### src/sv/smkrt_pkg.sv
// ============================================================================
// Sorted record table package
// Shared types, operation and status codes for the sorted record table.
// ============================================================================
package smkrt_pkg;

    localparam int DEF_TABLE_DEPTH = 64;
    localparam int CAP_W = 7;
    localparam logic [CAP_W-1:0] CAP_RESET = 7'd64;

    typedef enum logic [2:0] {
        OP_INSERT    = 3'd0,
        OP_RETIRE    = 3'd1,
        OP_FIND_ID   = 3'd2,
        OP_FIND_CONN = 3'd3,
        OP_FIND_SESS = 3'd4,
        OP_FIND_ENT  = 3'd5
    } t_op;

    typedef enum logic [2:0] {
        ST_OK        = 3'd0,
        ST_ZERO_ID   = 3'd1,
        ST_FULL      = 3'd2,
        ST_DUP       = 3'd3,
        ST_NOT_FOUND = 3'd4
    } t_status;

    typedef enum logic [1:0] {
        S_IDLE,
        S_SEARCH,
        S_RESULT
    } t_state;

    // Player id sits in the lowest bits, matching the stream data layout.
    typedef struct packed {
        logic [31:0] entity_id;
        logic [63:0] session_member;
        logic [31:0] connection_id;
        logic [31:0] player_id;
    } t_rec;

    typedef struct packed {
        logic hit;
        t_rec rec;
    } t_node;

    typedef struct packed {
        logic [2:0] op;
        logic       insert;
        logic       retire;
        logic       key_nz;
        t_rec       key;
    } t_cell_ctl;

endpackage

### src/sv/smkrt_cell.sv
// ============================================================================
// Sorted record table cell
// Holds one record slot, compares it against the broadcast key and shifts
// toward either neighbor on a sorted insert or a removal.
// ============================================================================
module smkrt_cell
    import smkrt_pkg::*;
#(
    parameter int INDEX = 0,
    parameter int CNT_W = 7
) (
    input  logic             i_clk,
    input  t_cell_ctl        i_ctl,
    input  logic [CNT_W-1:0] i_count,
    input  logic             i_left_lt,
    input  t_rec             i_left_rec,
    input  t_rec             i_right_rec,
    output logic             o_lt,
    output t_rec             o_rec,
    output logic             o_hit
);

    t_rec r_rec;
    logic w_live;
    logic w_eq;

    assign w_live = CNT_W'(INDEX) < i_count;
    assign o_lt   = w_live && (r_rec.player_id < i_ctl.key.player_id);
    assign o_rec  = r_rec;

    always_comb begin
        case (i_ctl.op)
            OP_INSERT, OP_RETIRE, OP_FIND_ID: w_eq = r_rec.player_id == i_ctl.key.player_id;
            OP_FIND_CONN: w_eq = r_rec.connection_id == i_ctl.key.connection_id;
            OP_FIND_SESS: w_eq = r_rec.session_member == i_ctl.key.session_member;
            OP_FIND_ENT:  w_eq = r_rec.entity_id == i_ctl.key.entity_id;
            default:      w_eq = 1'b0;
        endcase
    end

    assign o_hit = w_live && i_ctl.key_nz && w_eq;

    // The cell where the left neighbor is below the key and this one is not
    // is the insert position; every cell after it takes its left neighbor.
    always_ff @(posedge i_clk) begin
        if (i_ctl.insert && !o_lt) begin
            r_rec <= i_left_lt ? i_ctl.key : i_left_rec;
        end else if (i_ctl.retire && !o_lt) begin
            r_rec <= i_right_rec;
        end
    end

endmodule

### config.mk
export PLATFORM = sky130hd
export DESIGN_NAME = smkrt_cell
export DESIGN_NICKNAME = d
export VERILOG_FILES = /design/src/sv/smkrt_pkg.sv /design/src/sv/smkrt_cell.sv
export SDC_FILE = /design/constraint.sdc
export NUM_CORES = 1
export LEC_CHECK = 0
export BUFFER_PORTS_ARGS = -buffer_cell sky130_fd_sc_hd__buf_2
export CORE_AREA = 5 5 250 252
export CTS_BUF_LIST = sky130_fd_sc_hd__clkbuf_8
export DETAILED_ROUTE_END_ITERATION = 7
export DIE_AREA = 0 0 255 257
export HOLD_SLACK_MARGIN = 0.03
export PLACE_DENSITY_LB_ADDON = 0.05
export SYNTH_ARGS = -nofsm -noshare
export SYNTH_HDL_FRONTEND = slang
export SYNTH_SLANG_ARGS = --single-unit
### constraint.sdc
create_clock -name i_clk -period 9.09 [get_ports i_clk]
set_input_delay 1.3635 -clock i_clk [delete_from_list [all_inputs] [get_ports i_clk]]
set_output_delay 1.3635 -clock i_clk [all_outputs]
set_load 0.005 [all_outputs]
==> results_dict.tcl <==
set metrics [dict create \
    dr.pass1.iters 4 \
    overflow 0 \
    ir_drop_uv 105.0 \
    final_util 0.2644 \
    clk_pin_slew_ns 0.11 \
    hold_viol 0 \
    crit_buf_inv 2 \
    p_switching_mw 0.7826 \
    crit_chain "buf_2 > xor2_1 > nor4_1 > nand4_1 > nor3_1 > nand4_1 > a211oi_1 > buf_2" \
    cts_setup_buffers 0 \
    die_w_um 255 \
    grt_pass1_vias 10140 \
    die_y_um 257 \
    p_per_area_nw_per_um2 152.8 \
    port_buffers 656 \
    avgSynthCellArea_um2 13.83 \
    max_stage_delay_ns 0.88 \
    antenna_found_initial 40 \
    totalWireLength_mm 54.77 \
    p_leak_nw 7.035 \
    cts_tree "done" \
    hold_depth 2 \
    max_freq_ghz 0.1883 \
    slew_headroom 0.2238 \
    cts_root_buffer "clkbuf_8" \
    p_int_mw 1.638 \
    pin_count 657 \
    synth_edf_count 160 \
    cp_slowest_cell "nor4_1" \
    synthesis.area_um2 11280 \
    min_path_type "primary input to flip-flop" \
    gp_congestion 0.8195 \
    grtUsageTotal 0.1595 \
    grt_pass1_wl_mm 73.85 \
    tightestPinTransition_ns 1.164 \
    clk-insertion-delay-late_ns 0.56 \
    drive_gt1_frac 0.6814 \
    min_period_ns 5.310 \
    end_kind "output port" \
    p_comb_frac 0.327 \
    cts_max_level 4 \
    routed_via_density 4.083 \
    routedWlPerCell_um 24.08 \
    post-place-ws_ns 3.527 \
    dp_hpwl_mm 45.37 \
    synthCells 816 \
    clk_path_buf_depth 2 \
    largest_register_ffs 160 \
    yosysSeqAreaShare 0.4258 \
    path_delay_family "simple AND/OR/NAND/NOR gates" \
    required_ns 7.73 \
    cts_hold_buf 0 \
    hold-path-endpoint "o_rec[108]" \
    drt_iter0_drc 362 \
    syn-num-nets 1343 \
    drv_cap 0 \
    p_clk_frac 0.242 \
    cp.arrival_ns 3.95 \
    fin_skew_ns 0.02116 \
    status "finished clean" \
    final_cell_mix "buf_2, mux2_2, edfxtp_1" \
    drt.antenna.violating_nets 0 \
    rsz0062_at_grt "no" \
    synth-seq-cells 160 \
    mostFrequentLayoutCell "buf_2" \
    holdCritStartpoint "i_right_rec[108]" \
    core_um2 59910 \
    drc 0 \
    yosysUniqueCellTypes 38 \
    r2r-end "o_rec[122]" \
    via_count 9288 \
    critPathLaunchType "primary input" \
    period_share 0.5842 \
    maxSlewViolCount 0 \
    seqPwrFrac 0.431 \
    yosys_warnings 0 \
    die-area_um2 65540 \
    synth_ff_type "edfxtp_1" \
    grt_max_degree 91 \
    setup_slack_ns 3.780 \
    worstSetupPathType "primary input to output port" \
    r2r_setup_slack_ns 4.96 \
    n_fill_cell 6487 \
    setup_violations 0 \
    rr_worst_depth 6 \
    synth-async-reset-ratio 0 \
    cts_resized 0 \
    finalNetCount 1990 \
    syn_to_final_growth_pct 40.40 \
    swShare 0.3234 \
    setup_tns_ns 0 \
    start_util 0.1883 \
    r2r-start "o_rec[22]" \
    clock-sinks 160 \
    cts_buffers 17 \
    fp-row-count 90 \
    cp_max_fo 2 \
]
[kinds of logic after synthesis]
family | after synthesis | synth area share
adder cells (fa/ha/maj) | 32 | 0.03548
flip-flops | 160 | 0.4258
multiplexers | 320 | 0.3493
AO/OA/AOI/OAI | 31 | 0.01841
buffers and inverters | 70 | 0.03127
AND/OR/NAND/NOR | 75 | 0.04036
XOR/XNOR | 128 | 0.09936
[metrics by stage]
step | hold slack, ns | instances | power (mW) | instance area, um2
3_5_place_dp | 1.413 | 2226 | 1.877 | 15410
3_3_place_gp | 1.430 | 2226 | 1.885 | 15410
2_1_floorplan | 1.220 | 816 | 1.490 | 11290
5_1_grt | 1.015 | 2268 | 2.567 | 15820
6_report | 1.085 | 2275 | 2.420 | 15840
4_1_cts | 0.9884 | 2257 | 2.496 | 15800
[layout make-up]
type                    instances  area [um2]  area share
multi-input cells             586        6142      0.3877
flip-flops and latches        160        4805      0.3033
repair buffers                663        3354      0.2118
well taps                     782       978.4     0.06176
clock buffers                  17       234.0     0.01477
clock inverters                14       151.4    0.009557
inverters                      35       131.4    0.008293
diodes                         18       45.04    0.002843
[synth_stat cells, types with 2 or more instances]
| cell type | n | area [um2] |
|---|---|---|
| mux2_2 | 220 | 2477 |
| edfxtp_1 | 160 | 4805 |
| mux2_4 | 90 | 1351 |
| xnor2_1 | 68 | 595.6 |
| xor2_1 | 60 | 525.5 |
| inv_1 | 35 | 131.4 |
| ha_1 | 32 | 400.4 |
| nand4_1 | 26 | 162.7 |
| clkbuf_1 | 18 | 67.56 |
| nor4_1 | 18 | 112.6 |
| a21oi_1 | 14 | 70.07 |
| buf_6 | 11 | 123.9 |
| mux2_1 | 10 | 112.6 |
| nand2_1 | 10 | 37.54 |
| buf_2 | 6 | 30.03 |
| nor2_1 | 5 | 18.77 |
| o21ai_0 | 4 | 20.02 |
| nand2b_1 | 3 | 18.77 |
| nand3_1 | 3 | 15.01 |
| nor3_1 | 3 | 15.01 |
| a211oi_1 | 2 | 15.01 |
| and4_1 | 2 | 17.52 |
[layer usage]
| layer | track usage | share of wire | vias up |
|---|---|---|---|
| met3 | 0.06877 | 0.091 | 86 |
| met1 | 0.1658 | 0.36 | 4434 |
| met4 | 0.04688 | 0.018 | 42 |
| met5 | 0 | 0.0052 | - |
| met2 | 0.2902 | 0.52 | 342 |
| li1 | - | - | 4384 |
[worst max-delay path by stage]
stage | slack (ns) | cells after the start | to | from
after floorplan | 1.93 | 6 | o_rec[0] | i_ctl[22]
final | 3.78 | 8 | o_hit | i_ctl[93]
after global routing | 3.46 | 8 | o_hit | i_ctl[93]
after global placement | 3.58 | 8 | o_hit | i_ctl[93]
after detailed placement | 3.53 | 8 | o_hit | i_ctl[93]
after CTS | 3.50 | 8 | o_hit | i_ctl[93]
[worst reg2reg max path, stage by stage (launching register included)]
cell,delay [ns]
edfxtp_1,0.45
ha_1,0.34
and4_1,0.21
nor4bb_1,0.77
a21oi_1,0.27
nor2_4,0.95
buf_4,0.74
[power groups by stage]
stage               Combinational (mW)  Clock, mW  Sequential, mW
finish                           0.792      0.586            1.04
global route                     0.865      0.648            1.05
CTS                              0.820      0.631            1.05
detailed placement               0.816          0            1.06
global placement                 0.821          0            1.06
floorplan                        0.421          0            1.07
Note: power is estimated with default switching activity, not from simulation.
